--- src/rtl/core/cll_pkg.sv ---
// Shared types, codes and constants for the circular list block.
package cll_pkg;

    // Default node pool size and fixed port widths
    localparam int CAPACITY_DEF = 16;
    localparam int POS_W        = 5;
    localparam int COUNT_W      = 5;
    localparam int DATA_W       = 32;

    typedef enum logic [1:0] {
        MODE_INSERT = 2'd0,
        MODE_DELETE = 2'd1,
        MODE_DUMP   = 2'd2,
        MODE_RSVD   = 2'd3
    } mode_t;

    typedef enum logic [2:0] {
        RS_OK        = 3'd0,
        RS_BAD_POS   = 3'd1,
        RS_NOT_FOUND = 3'd2,
        RS_EMPTY     = 3'd3,
        RS_FULL      = 3'd4
    } res_status_t;

    typedef enum logic [2:0] {
        CS_IDLE,
        CS_DECIDE,
        CS_PRIME,
        CS_WALK,
        CS_LINK,
        CS_DONE
    } ctrl_state_t;

    // Commands from the controller to the datapath
    typedef struct packed {
        logic        latch;
        logic        load;
        logic        prime;
        logic        step;
        logic        first_node;
        logic        ins_link;
        logic        ins_commit;
        logic        del_node;
        logic        emit;
        logic        emit_elem;
        logic        emit_last;
        res_status_t emit_status;
    } cll_cmd_t;

    // Status from the datapath to the controller
    typedef struct packed {
        mode_t mode;
        logic  pos_bad;
        logic  full;
        logic  empty;
        logic  at_pos;
        logic  match;
        logic  last_node;
    } cll_stat_t;

endpackage

--- src/rtl/core/cll_datapath.sv ---
// Node pool, list pointers, link walker and result registers.
module cll_datapath #(
    parameter int CAPACITY = cll_pkg::CAPACITY_DEF
) (
    input  logic                              clk,
    input  logic                              rst_n,
    input  cll_pkg::cll_cmd_t                 cmd,
    output cll_pkg::cll_stat_t                stat,
    input  logic [1:0]                        mode,
    input  logic signed [cll_pkg::DATA_W-1:0] value,
    input  logic [cll_pkg::POS_W-1:0]         position,
    output logic                              strobe,
    output logic [2:0]                        status,
    output logic signed [cll_pkg::DATA_W-1:0] element,
    output logic [cll_pkg::COUNT_W-1:0]       element_count,
    output logic                              last_result
);
    import cll_pkg::*;

    localparam int IW = $clog2(CAPACITY);
    localparam int CW = $clog2(CAPACITY + 1);
    localparam int PW = ((CW > POS_W) ? CW : POS_W) + 1;

    // Latched item
    mode_t               mode_reg;
    logic [DATA_W-1:0]   key_reg;
    logic [POS_W-1:0]    pos_reg;
    logic [IW-1:0]       slot_reg;

    // List state
    logic [CAPACITY-1:0] free_reg, free_next;
    logic [IW-1:0]       tail_reg, tail_next;
    logic [CW-1:0]       total_reg, total_next;

    // Walker
    logic [IW-1:0]       ptr_reg;
    logic [IW-1:0]       cur_reg;
    logic [CW-1:0]       idx_reg;

    // Node pool with registered reads
    logic [DATA_W-1:0]   value_mem [CAPACITY];
    logic [IW-1:0]       link_mem [CAPACITY];
    logic [DATA_W-1:0]   val_rd_reg;
    logic [IW-1:0]       link_rd_reg;
    logic [IW-1:0]       rd_addr;
    logic                link_we;
    logic [IW-1:0]       link_waddr;
    logic [IW-1:0]       link_wdata;
    logic                val_we;

    // Result beat
    logic                strobe_reg;
    res_status_t         status_reg;
    logic [DATA_W-1:0]   element_reg;
    logic [CW-1:0]       ecount_reg;
    logic                last_reg;

    logic [IW-1:0]       low_free;
    logic                count_one;
    logic                at_end;
    logic [PW-1:0]       pos_ext;
    logic [PW-1:0]       total_ext;
    logic [CW+COUNT_W-1:0] ecount_ext;

    // Pick the lowest free node
    always_comb
    begin
        low_free = '0;
        for (int i = CAPACITY - 1; i >= 0; i--)
        begin
            if (free_reg[i])
            begin
                low_free = IW'(i);
            end
        end
    end

    // Derive walk and range flags
    assign pos_ext   = PW'(pos_reg);
    assign total_ext = PW'(total_reg);
    assign count_one = (total_reg == CW'(1));
    assign at_end    = (pos_ext == total_ext + PW'(1));

    always_comb
    begin
        stat.mode      = mode_reg;
        stat.pos_bad   = (pos_reg == '0) || (pos_ext > total_ext + PW'(1));
        stat.full      = (total_reg == CW'(CAPACITY));
        stat.empty     = (total_reg == '0);
        stat.at_pos    = (PW'(idx_reg) + PW'(1) == pos_ext);
        stat.match     = (val_rd_reg == key_reg);
        stat.last_node = (idx_reg + CW'(1) == total_reg);
    end

    // Capture the item and the node it may take
    always_ff @(posedge clk)
    begin
        if (cmd.latch)
        begin
            mode_reg <= mode_t'(mode);
            key_reg  <= value;
            pos_reg  <= position;
            slot_reg <= low_free;
        end
    end

    // Advance the walker along the links
    always_ff @(posedge clk)
    begin
        if (cmd.load)
        begin
            ptr_reg <= tail_reg;
        end
        if (cmd.prime)
        begin
            cur_reg <= link_rd_reg;
            idx_reg <= '0;
        end
        if (cmd.step)
        begin
            ptr_reg <= cur_reg;
            cur_reg <= link_rd_reg;
            idx_reg <= idx_reg + CW'(1);
        end
    end

    // Chase the link just read, or start at the tail
    assign rd_addr = cmd.load ? tail_reg : link_rd_reg;

    // Select the link write for each list edit
    always_comb
    begin
        link_we    = 1'b0;
        link_waddr = slot_reg;
        link_wdata = slot_reg;
        if (cmd.first_node)
        begin
            link_we = 1'b1;
        end
        if (cmd.ins_link)
        begin
            link_we    = 1'b1;
            link_wdata = cur_reg;
        end
        if (cmd.ins_commit)
        begin
            link_we    = 1'b1;
            link_waddr = ptr_reg;
        end
        if (cmd.del_node && !count_one)
        begin
            link_we    = 1'b1;
            link_waddr = ptr_reg;
            link_wdata = link_rd_reg;
        end
    end

    assign val_we = cmd.first_node | cmd.ins_link;

    always_ff @(posedge clk)
    begin
        if (link_we)
        begin
            link_mem[link_waddr] <= link_wdata;
        end
        if (val_we)
        begin
            value_mem[slot_reg] <= key_reg;
        end
        link_rd_reg <= link_mem[rd_addr];
        val_rd_reg  <= value_mem[rd_addr];
    end

    // Update tail, node count and free map
    always_comb
    begin
        tail_next  = tail_reg;
        total_next = total_reg;
        free_next  = free_reg;
        if (cmd.first_node)
        begin
            tail_next           = slot_reg;
            total_next          = total_reg + CW'(1);
            free_next[slot_reg] = 1'b0;
        end
        if (cmd.ins_commit)
        begin
            if (at_end)
            begin
                tail_next = slot_reg;
            end
            total_next          = total_reg + CW'(1);
            free_next[slot_reg] = 1'b0;
        end
        if (cmd.del_node)
        begin
            if (count_one)
            begin
                tail_next = '0;
            end
            else if (cur_reg == tail_reg)
            begin
                tail_next = ptr_reg;
            end
            total_next         = total_reg - CW'(1);
            free_next[cur_reg] = 1'b1;
        end
    end

    always_ff @(posedge clk or negedge rst_n)
    begin
        if (!rst_n)
        begin
            tail_reg  <= '0;
            total_reg <= '0;
            free_reg  <= '1;
        end
        else
        begin
            tail_reg  <= tail_next;
            total_reg <= total_next;
            free_reg  <= free_next;
        end
    end

    // Drive one result beat
    always_ff @(posedge clk or negedge rst_n)
    begin
        if (!rst_n)
        begin
            strobe_reg <= 1'b0;
        end
        else
        begin
            strobe_reg <= cmd.emit;
        end
    end

    always_ff @(posedge clk)
    begin
        if (cmd.emit)
        begin
            status_reg  <= cmd.emit_status;
            element_reg <= cmd.emit_elem ? val_rd_reg : '0;
            ecount_reg  <= total_reg;
            last_reg    <= cmd.emit_last;
        end
    end

    assign ecount_ext    = {{COUNT_W{1'b0}}, ecount_reg};
    assign strobe        = strobe_reg;
    assign status        = status_reg;
    assign element       = element_reg;
    assign element_count = ecount_ext[COUNT_W-1:0];
    assign last_result   = last_reg;

endmodule

--- src/rtl/core/cll_ctrl.sv ---
// Controller state machine that sequences insert, delete and dump.
module cll_ctrl (
    input  logic               clk,
    input  logic               rst_n,
    input  logic               start,
    input  cll_pkg::cll_stat_t stat,
    output logic               busy,
    output cll_pkg::cll_cmd_t  cmd
);
    import cll_pkg::*;

    ctrl_state_t state_reg, state_next;

    // Hold the state
    always_ff @(posedge clk or negedge rst_n)
    begin
        if (!rst_n)
        begin
            state_reg <= CS_IDLE;
        end
        else
        begin
            state_reg <= state_next;
        end
    end

    assign busy = (state_reg != CS_IDLE);

    // Decide the next state and the datapath commands
    always_comb
    begin
        state_next      = state_reg;
        cmd             = '0;
        cmd.emit_last   = 1'b1;
        cmd.emit_status = RS_OK;
        case (state_reg)
            CS_IDLE:
            begin
                if (start)
                begin
                    cmd.latch  = 1'b1;
                    state_next = CS_DECIDE;
                end
            end
            CS_DECIDE:
            begin
                state_next = CS_IDLE;
                case (stat.mode)
                    MODE_INSERT:
                    begin
                        if (stat.pos_bad)
                        begin
                            cmd.emit        = 1'b1;
                            cmd.emit_status = RS_BAD_POS;
                        end
                        else if (stat.full)
                        begin
                            cmd.emit        = 1'b1;
                            cmd.emit_status = RS_FULL;
                        end
                        else if (stat.empty)
                        begin
                            cmd.first_node = 1'b1;
                            state_next     = CS_DONE;
                        end
                        else
                        begin
                            cmd.load   = 1'b1;
                            state_next = CS_PRIME;
                        end
                    end
                    MODE_DELETE, MODE_DUMP:
                    begin
                        if (stat.empty)
                        begin
                            cmd.emit        = 1'b1;
                            cmd.emit_status = RS_EMPTY;
                        end
                        else
                        begin
                            cmd.load   = 1'b1;
                            state_next = CS_PRIME;
                        end
                    end
                    default:
                    begin
                        cmd.emit = 1'b1;
                    end
                endcase
            end
            CS_PRIME:
            begin
                cmd.prime  = 1'b1;
                state_next = CS_WALK;
            end
            CS_WALK:
            begin
                case (stat.mode)
                    MODE_INSERT:
                    begin
                        if (stat.at_pos)
                        begin
                            cmd.ins_link = 1'b1;
                            state_next   = CS_LINK;
                        end
                        else
                        begin
                            cmd.step = 1'b1;
                        end
                    end
                    MODE_DELETE:
                    begin
                        if (stat.match)
                        begin
                            cmd.del_node = 1'b1;
                            state_next   = CS_DONE;
                        end
                        else if (stat.last_node)
                        begin
                            cmd.emit        = 1'b1;
                            cmd.emit_status = RS_NOT_FOUND;
                            state_next      = CS_IDLE;
                        end
                        else
                        begin
                            cmd.step = 1'b1;
                        end
                    end
                    MODE_DUMP:
                    begin
                        cmd.emit      = 1'b1;
                        cmd.emit_elem = 1'b1;
                        cmd.emit_last = stat.last_node;
                        if (stat.last_node)
                        begin
                            state_next = CS_IDLE;
                        end
                        else
                        begin
                            cmd.step = 1'b1;
                        end
                    end
                    default:
                    begin
                        state_next = CS_IDLE;
                    end
                endcase
            end
            CS_LINK:
            begin
                cmd.ins_commit = 1'b1;
                state_next     = CS_DONE;
            end
            CS_DONE:
            begin
                cmd.emit   = 1'b1;
                state_next = CS_IDLE;
            end
            default:
            begin
                state_next = CS_IDLE;
            end
        endcase
    end

endmodule

--- src/rtl/core/circular_list_insert_delete_top.sv ---
// Circular singly linked list over a fixed node pool: insert at a 1-based position,
// delete the first match, or dump the list from the head. Raise start while busy is
// low to hand in one beat; each result beat shows on the result ports for one cycle
// with strobe high and cannot be held off. A rejected or reserved beat is answered
// straight from the decide state. An insert into an empty list takes no link walk;
// an insert at position p into a non-empty list, a delete and a dump walk the links
// from the head, and a dump of n nodes gives one result beat per cycle. The walk is
// paced by the node pool, which reads one link per cycle through its registered port.
module circular_list_insert_delete_top #(
    parameter int CAPACITY = cll_pkg::CAPACITY_DEF
) (
    input  logic                              clk,
    input  logic                              rst_n,
    input  logic                              start,
    output logic                              busy,
    input  logic [1:0]                        mode,
    input  logic signed [cll_pkg::DATA_W-1:0] value,
    input  logic [cll_pkg::POS_W-1:0]         position,
    output logic                              strobe,
    output logic [2:0]                        status,
    output logic signed [cll_pkg::DATA_W-1:0] element,
    output logic [cll_pkg::COUNT_W-1:0]       element_count,
    output logic                              last_result
);
    import cll_pkg::*;

    cll_cmd_t  cmd;
    cll_stat_t stat;

    // Sequence each operation
    cll_ctrl u_ctrl (
        .clk   (clk),
        .rst_n (rst_n),
        .start (start & ~busy),
        .stat  (stat),
        .busy  (busy),
        .cmd   (cmd)
    );

    // Hold the node pool and drive results
    cll_datapath #(
        .CAPACITY (CAPACITY)
    ) u_datapath (
        .clk           (clk),
        .rst_n         (rst_n),
        .cmd           (cmd),
        .stat          (stat),
        .mode          (mode),
        .value         (value),
        .position      (position),
        .strobe        (strobe),
        .status        (status),
        .element       (element),
        .element_count (element_count),
        .last_result   (last_result)
    );

endmodule

--- config.mk ---
export PLATFORM = sky130hd
export DESIGN_NAME = circular_list_insert_delete_top
export DESIGN_NICKNAME = d
export VERILOG_FILES = /design/src/rtl/core/cll_pkg.sv /design/src/rtl/core/cll_datapath.sv /design/src/rtl/core/cll_ctrl.sv /design/src/rtl/core/circular_list_insert_delete_top.sv
export SDC_FILE = /design/constraint.sdc
export NUM_CORES = 1
export LEC_CHECK = 0
export ABC_CLOCK_PERIOD_IN_PS = 6100
export BUFFER_PORTS_ARGS = -buffer_cell sky130_fd_sc_hd__buf_2
export CAP_MARGIN = 5
export CELL_PAD_IN_SITES_DETAIL_PLACEMENT = 0
export CELL_PAD_IN_SITES_GLOBAL_PLACEMENT = 1
export CORE_AREA = 4 4 247 249
export DETAILED_ROUTE_END_ITERATION = 8
export DIE_AREA = 0 0 251 253
export PLACE_DENSITY = 0.75
export REMOVE_ABC_BUFFERS = 1
export SLEW_MARGIN = 20
export SYNTH_ARGS = -nofsm -noshare
export SYNTH_HDL_FRONTEND = slang
export SYNTH_HIERARCHICAL = 1
export SYNTH_SLANG_ARGS = --single-unit
--- constraint.sdc ---
create_clock -name clk -period 6.1 [get_ports clk]
set_input_delay 0 -clock clk [delete_from_list [all_inputs] [get_ports clk]]
set_output_delay 0 -clock clk [all_outputs]
set_load 0.01 [all_outputs]
# Word level (Yosys, flattened, before mapping)
# Memory sizes are Yosys's and may differ from the RTL's. A register that Yosys moved wholly into a read port is not among the register bits.
# Index checks and enable logic that the tools add are counted.
[word_totals]
reg_bits = 126
latch_bits = 0
ramBits = 576
romBits = 0
out_inout_bits = 43
elab_cells = 176
mem_count = 2
[classes]
add_sub_neg = 5
multipliers = 0
div = 0
magnitude_cmp = 5
n_eq_ne = 16
shift = 0
muxes = 103
n_bitwise = 7
n_reduce_logical = 19
[memory_table]
columns = ["name", "words", "word_bits", "read_ports", "rd_clocked_by_memory_dff", "wr", "line", "text"]
rows = [
  ["u_datapath.value_mem", 16, 32, 1, 1, 1, "cll_datapath.sv:41", "logic [DATA_W-1:0] value_mem [CAPACITY];"],
  ["u_datapath.link_mem", 16, 4, 1, 1, 1, "cll_datapath.sv:42", "logic [IW-1:0] link_mem [CAPACITY];"],
]
[ops]
columns = ["cell", "n"]
rows = [
  ["$mux 4", 23],
  ["$mux 16", 3],
  ["$mux 3", 15],
  ["$mux 1", 38],
  ["$and 16x16->16", 2],
  ["$eq 32x32->1", 1],
  ["$mux 5", 5],
  ["$pmux 3 s2", 3],
  ["$not 16->16", 1],
  ["$or 16x16->16", 1],
  ["$pmux 3 s5", 1],
  ["$mux 2", 7],
  ["$add 5x1->6 const B", 2],
  ["$add 5x1->5 const B", 2],
  ["$logic_not 5->1", 2],
  ["$lt 4x5->1 const B", 2],
  ["$pmux 3 s3", 1],
  ["$demux 1 s4", 2],
  ["$ge 4x1->1 const B", 2],
  ["$reduce_or 8->1", 1],
  ["$eq 3x2->1 const B", 2],
  ["$eq 3x3->1 const B", 2],
  ["$eq 5x6->1", 1],
  ["$eq 6x5->1", 1],
  ["26 further kinds", 35],
]

# Depth between registers and ports, before layout
# Gate-level depths: netlist (run 1).
[logic_depth]
depth_word = 15
depth_mapped = 19

# By module
# Netlist (run 1), hierarchy kept.
[modules_own_cells]
columns = ["module", "instances", "cells_per_inst", "area_each_um2", "seq_area_each_um2"]
rows = [
  ["cll_datapath", 1, 1391, 28025.6, 21600.7],
  ["cll_ctrl", 1, 72, 543.0, 75.1],
  ["circular_list_insert_delete_top", 1, 1, 13.8, 0.0],
]

# Least setup slack after synthesis (run 1)
# Ideal clock, no wire load.
[synth_path]
kind = "reg-to-reg"
start = "register u_datapath.total_reg[0]"
end = "register u_datapath.strobe_reg (netlist: u_datapath/strobe)"
setup_time_ns = 0.619
t_arrival_ns = 5.813
required_ns = 5.481
slack_ns = -0.331
stages_incl_launch_ff = 6
n_path_buf = 0
synth_period_minus_slack_ns = 6.431
path_cell_list = "dfrtp_1 -> inv_1 -> ha_1 -> and3_1 -> a211oi_1 -> o311ai_0"
[synth_lines]
columns = ["element", "line", "text"]
rows = [
  ["start: declaration", "cll_datapath.sv:33", "logic [CW-1:0] total_reg, total_next;"],
  ["start signal: assignment", "cll_datapath.sv:221", "total_reg <= total_next;"],
  ["end signal: assignment", "cll_datapath.sv:235", "strobe_reg <= cmd.emit;"],
  ["end: declaration", "cll_datapath.sv:52", "logic strobe_reg;"],
]

==> flow_summary_export.csv, run 1 <==
group,metric,value,unit
clock_network,cts_resized,0,
floorplan,ios,85,
critical_path,crit_arrival,5.59,ns
final_layout,final_common_cell,"edfxtp_1",
synthesis,ys_ff_latch,738,
sta,finalClockSkew,0.01384,ns
clock_network,cts_setup_buffers,0,
pwr,power.leakage,11.08,nW
sta,slew_headroom,27.21,%
grt,grt_max_degree,79,
synthesis,synth-edff-count,673,
status,status,"complete, no violations",
floorplan,die_area,63500,um^2
place,place_worst_setup_slack,1.003,ns
synthesis,async_flop_share,3.930,%
sta,setup_slack,1.005,ns
final_layout,final_layout_size_suffix_gt1_share,26.53,%
grt,antenna_found_initial,0,
worst_hold_path,hold_path.class,"primary input to async pin",
floorplan,rows,89,
clock_network,clk_pin_slew,0.06,ns
job,max-cap-violations,0,
synthesis,seq_area_frac_synth,75.84,%
final_layout,fin_cells,2488,
pwr,power,15.07,mW
final_layout,area_delta_synth_final,16.44,%
pwr,power_density,452.7,nW/um^2
sta,worst_slew_pin_slew,1.087,ns
place,placed_cells,2305,
sta,report.final.slew_viol_count,0,
synthesis,ys_types,62,
routing,dr.pass1.iters,5,
sta,final-setup-viol-count,0,
clock_network,cts_buffers,77,
routing,drt_iter0_markers,1372,
grt,grt_usage,20.45,%
final_layout,fin_area,33280,um^2
final_layout,multiInputGateArea,6680,um^2
floorplan,core,58690,um^2
routing,routed_wl,64660,um
clock_network,clk_latency,0.61,ns
clock_network,cts-hold-fix-buffers,41,
sta,min_period,5.095,ns
sta,setup_tns,0,ns
floorplan,die_height,253,um
clock_network,cts_root_buffer,"clkbuf_16",
critical_path,worst-path-max-fanout,47,
synthesis,syn_inst,1464,
final_layout,largest_reg_flops,512,
critical_path,criticalPathCategory,"register to register",
clock_network,clk_path_buf_depth,3,
routing,drc_errors,0,
place,routabilityCongestion,0.8028,
grt,grt_pass1_vias,14961,
sta,fmax,196.3,MHz
place,portBuffers,84,
sta,post-route-period-util,83.52,%
synthesis,netlist_area,28580,um^2
synthesis,synth_area_per_cell,19.52,um^2
sta,rsz0062_at_grt,"false",
place,place_area,30220,um^2
clock_network,cts_sinks,738,
place,dp_hpwl,36610,um
clock_network,cts_max_level,3,
routing,ant_nets,0,
sta,hold_viol_final,0,
final_layout,nets,1710,
pwr,vdd_drop_max,0.3175,mV
critical_path,start_kind,"register",
grt,grt_overflow_total,0,
critical_path,end_kind,"register",
critical_path,startpoint,"u_datapath/total_reg[0]",
floorplan,start_util,48.70,%
routing,wire_per_inst,25.99,um
synthesis,ys_warn_count,6,
critical_path,worst_ep_required_time,6.59,ns
final_layout,nFillCells,4340,
routing,dr_total_vias,14644,
clock_network,cts_tree,"built",
grt,grt_pass1_wl,96760,um
final_layout,antenna-diode-count,0,
final_layout,regMostFlops,"u_datapath/value_mem",
routing,viasPerCell,5.886,
final_layout,mostFrequentLayoutCells,"edfxtp_1, mux4_2, buf_2, clkbuf_16, a22oi_1",
synthesis,synthFlopType,"edfxtp_1",
critical_path,rr_worst_depth,17,
final_layout,layout.area.seq,21680,um^2
final_layout,reg_top3,"u_datapath/value_mem x512, u_datapath/link_mem x64",
critical_path,worstReg2RegStart,"u_datapath/total_reg[0]",
floorplan,die_w,251,um
[final cells by class]
class / instances / area share (%)
clock buffers: 96 / 6.312
clock inverters: 46 / 1.647
inverters: 17 / 0.1917
multi-input cells: 646 / 20.07
flip-flops and latches: 738 / 65.13
well taps: 773 / 2.906
repair buffers: 172 / 3.744
[kinds of logic after synthesis]
logic type | synth area share [%]
compound gates | 3.905
xor+xnor | 1.685
fa+ha+maj | 0.7004
buf+inv | 1.445
flops | 75.84
mux | 12.06
simple gates | 4.373
[per-stage QoR]
stage	util (%)	hold slack (ns)
after detailed placement	51.50	0.08312
after CTS	56.71	0.02220
after floorplan	-	-0.2956
after global routing	56.71	0.06311
after global placement	51.50	0.08225
final	56.71	0.006106
[Yosys cell counts, types with 15 or more instances]
master	instances	area share, %
edfxtp_1	673	71
mux4_2	144	11
a22oi_1	72	1.9
nor2_1	64	0.84
nand2_1	61	0.80
o21ai_0	50	0.88
xor2_1	40	1.2
dfxtp_1	36	2.5
and2_1	35	0.77
clkbuf_1	32	0.42
a21oi_1	18	0.32
buf_2	18	0.32
inv_1	17	0.22
dfstp_2	16	1.5
ha_1	16	0.70
xnor2_1	15	0.46
[path summary, 6_finish.rpt]
kind	endpoint	slack [ns]
hold / removal	u_ctrl/state_reg[2]	0.006
setup reg to reg	u_datapath/val_rd_reg[5]	1.01
min in group clk	u_datapath/key_reg[9]	0.09
max in group asynchronous	u_ctrl/state_reg[0]	5.66
hold reg to reg	u_datapath/free_reg[3]	0.52
setup / recovery	u_datapath/val_rd_reg[5]	1.01
[critical path, stage by stage (launching register included)]
cell	delay, ns
dfrtp_1	0.50
ha_1	0.26
nand3_1	0.12
xor2_1	0.17
ha_1	0.30
and3_1	0.17
and3_1	0.19
a31oi_1	0.05
a22o_1	0.25
nor3b_1	0.27
nor2_1	0.11
nor4_4	0.60
mux2i_4	0.43
buf_12	0.26
buf_12	0.37
mux4_2	0.56
a22oi_1	0.22
nand2_1	0.09
[metal layers]
| layer | vias up | GRT usage (%) | routed length, um |
|---|---|---|---|
| met2 | 514 | 33.90 | 32080 |
| met4 | 0 | 5.246 | 1508 |
| li1 | 6280 | - | - |
| met5 | - | 0 | 0 |
| met3 | 115 | 3.307 | 3741 |
| met1 | 7735 | 28.86 | 27330 |
[power breakdown]
group,internal (mW),leakage [nW],switching [mW],total [mW]
clock,2.92,1.28,1.90,4.83
combinational,1.65,3.08,2.00,3.65
sequential,6.14,6.72,0.451,6.59
total,10.7,11.1,4.36,15.1
No activity file was read; power rests on OpenSTA's default activity.
==> run 2: changes to the inputs <==
Settings changed: ABC_CLOCK_PERIOD_IN_PS 6100 to 4700, CORE_AREA 4 4 247 249 to 4 4 236 238, DIE_AREA 0 0 251 253 to 0 0 240 242, PLACE_DENSITY 0.75 to 0.78.
Clock period 6.1 ns to 4.7 ns, I/O delays scaled along.
==> flow_summary_export.csv, run 2 (synthesis results as in run 1) <==
group,metric,value,unit
critical_path,startpoint,"u_datapath/total_reg[0]",
sta,post-route-period-util,92.50,%
worst_hold_path,hold_path.class,"primary input to register",
final_layout,nets,1720,
final_layout,largest_reg_flops,512,
pwr,power,19.33,mW
clock_network,cts_buffers,75,
routing,routed_wl,61920,um
place,dp_hpwl,34040,um
sta,min_period,4.347,ns
pwr,vdd_drop_max,0.4495,mV
sta,finalClockSkew,0.02333,ns
clock_network,clk_latency,0.61,ns
final_layout,mostFrequentLayoutCells,"edfxtp_1, mux4_2, buf_2, clkbuf_16, a22oi_1",
job,max-cap-violations,0,
critical_path,crit_arrival,4.84,ns
final_layout,area_delta_synth_final,16.81,%
sta,worst_slew_pin_slew,0.9147,ns
grt,grt_usage,21.53,%
critical_path,endpoint,"u_datapath/val_rd_reg[21]",
final_layout,antenna-diode-count,0,
routing,wire_per_inst,25.57,um
status,status,"complete, no violations",
critical_path,criticalPathCategory,"register to register",
critical_path,rr_worst_depth,18,
grt,grt_pass1_wl,93570,um
grt,grt_max_degree,45,
final_layout,fin_cells,2421,
sta,report.final.slew_viol_count,0,
sta,hold_viol_final,0,
clock_network,cts_root_buffer,"clkbuf_16",
critical_path,r2r-end,"u_datapath/val_rd_reg[21]",
critical_path,worst_ep_required_time,5.19,ns
clock_network,clk_pin_slew,0.06,ns
sta,rsz0062_at_grt,"false",
clock_network,cts_tree,"built",
final_layout,final_layout_size_suffix_gt1_share,26.96,%
routing,viasPerCell,6.035,
floorplan,ios,85,
final_layout,final_common_cell,"edfxtp_1",
clock_network,cts_sinks,738,
pwr,power_density,579.1,nW/um^2
critical_path,end_kind,"register",
floorplan,start_util,53.32,%
sta,slew_headroom,39.02,%
floorplan,core,53600,um^2
routing,drt_iter0_markers,1437,
routing,drc_errors,0,
grt,grt_pass1_vias,14881,
clock_network,clk_path_buf_depth,3,
critical_path,worstReg2RegStart,"u_datapath/total_reg[0]",
floorplan,die_height,242,um
sta,fmax,230.0,MHz
grt,grt_overflow_total,0,
clock_network,cts_max_level,3,
place,placed_cells,2238,
place,routabilityCongestion,0.8362,
routing,dr_total_vias,14610,
floorplan,die_w,240,um
routing,dr.pass1.iters,7,
floorplan,die_area,58080,um^2
sta,final-setup-viol-count,0,
critical_path,worst-path-max-fanout,29,
critical_path,reg2reg_slack,0.35,ns
place,portBuffers,84,
floorplan,rows,85,
grt,antenna_found_initial,0,
critical_path,start_kind,"register",
final_layout,reg_top3,"u_datapath/value_mem x512, u_datapath/link_mem x64",
routing,ant_nets,0,
final_layout,regMostFlops,"u_datapath/value_mem",
pwr,power.leakage,11.13,nW
## run 2: cell types whose count changed in the layout (fill, tap and decap cells not counted), moves of 3 or more
cell,previous run,this run
bufinv_16,11,6
a21oi_1,18,14
buf_12,5,25
clkinv_2,12,15
clkbuf_8,6,2
buf_4,42,30
clkbuf_1,11,17
a21oi_2,0,4
## run 2: area by class of cell
cell class | count | area (um^2)
Sequential cell | 738 | 21680
Fill cell | 3743 | 20210
Multi-Input combinational cell | 646 | 6695
Clock buffer | 97 | 2043
Timing Repair Buffer | 184 | 1615
Tap cell | 696 | 870.8
Clock inverter | 43 | 420.4
Inverter | 17 | 63.81
## run 2: power by group
| part | total [mW] | internal [mW] | switching (mW) |
|---|---|---|---|
| combinational | 4.91 | 2.32 | 2.59 |
| clock | 5.90 | 3.44 | 2.46 |
| sequential | 8.53 | 7.97 | 0.560 |
## run 2: what timing repair did
item / in CTS / in global routing
hold buffers: 43 / 0
setup buffers: 0 / 0
endpoints found under the setup margin: 0 / 26
hold endpoints to repair: 70 / 0
resized for setup: 0 / 4
## run 2: worst min path at each step
stage               startpoint                      to  cells past startpoint
global route          value[9]   u_datapath/key_reg[9]                      2
detailed placement       rst_n  u_datapath/tail_reg[2]                      1
finish               value[24]  u_datapath/key_reg[24]                      2
global placement         rst_n  u_datapath/tail_reg[2]                      1
CTS                  value[10]  u_datapath/key_reg[10]                      2
floorplan                rst_n     u_ctrl/state_reg[0]                      0
## run 2: per-layer routing
metal	global-route usage, %	part of all wire, %	vias to the layer above
met5	0	0	-
met4	5.093	2.0	0
met3	3.802	7.4	86
met2	34.61	49	605
met1	31.35	41	7605
li1	-	-	6314
## run 2: metrics by stage
| stage | TNS, ns | area, um^2 | hold WS (ns) | utilization, % | worst slack, ns |
|---|---|---|---|---|---|
| floorplan | -511.08 | 28230 | -0.2956 | - | -12.22 |
| global placement | 0 | 30460 | 0.08995 | 56.83 | 0.3848 |
| detailed placement | 0 | 30470 | 0.1004 | 56.84 | 0.3069 |
| CTS | 0 | 33360 | 0.06590 | 62.24 | 0.2906 |
| global route | 0 | 33390 | 0.08208 | 62.29 | 0.02740 |
| finish | 0 | 33390 | 0.09688 | 62.29 | 0.3527 |
## run 2: critical path: stages, from the launching register on
cell and delay [ns]:
dfrtp_2 0.44, ha_1 0.22, nand3_1 0.12, xor2_1 0.18, ha_1 0.31, and3_1 0.16, and3_1 0.18, a31oi_1 0.05
a22o_1 0.25, nor3b_1 0.24, nor2_1 0.11, nor4_4 0.24, buf_4 0.24, mux2i_4 0.34, buf_12 0.27, buf_12 0.21
mux4_2 0.32, a22oi_1 0.23, nand2_1 0.08
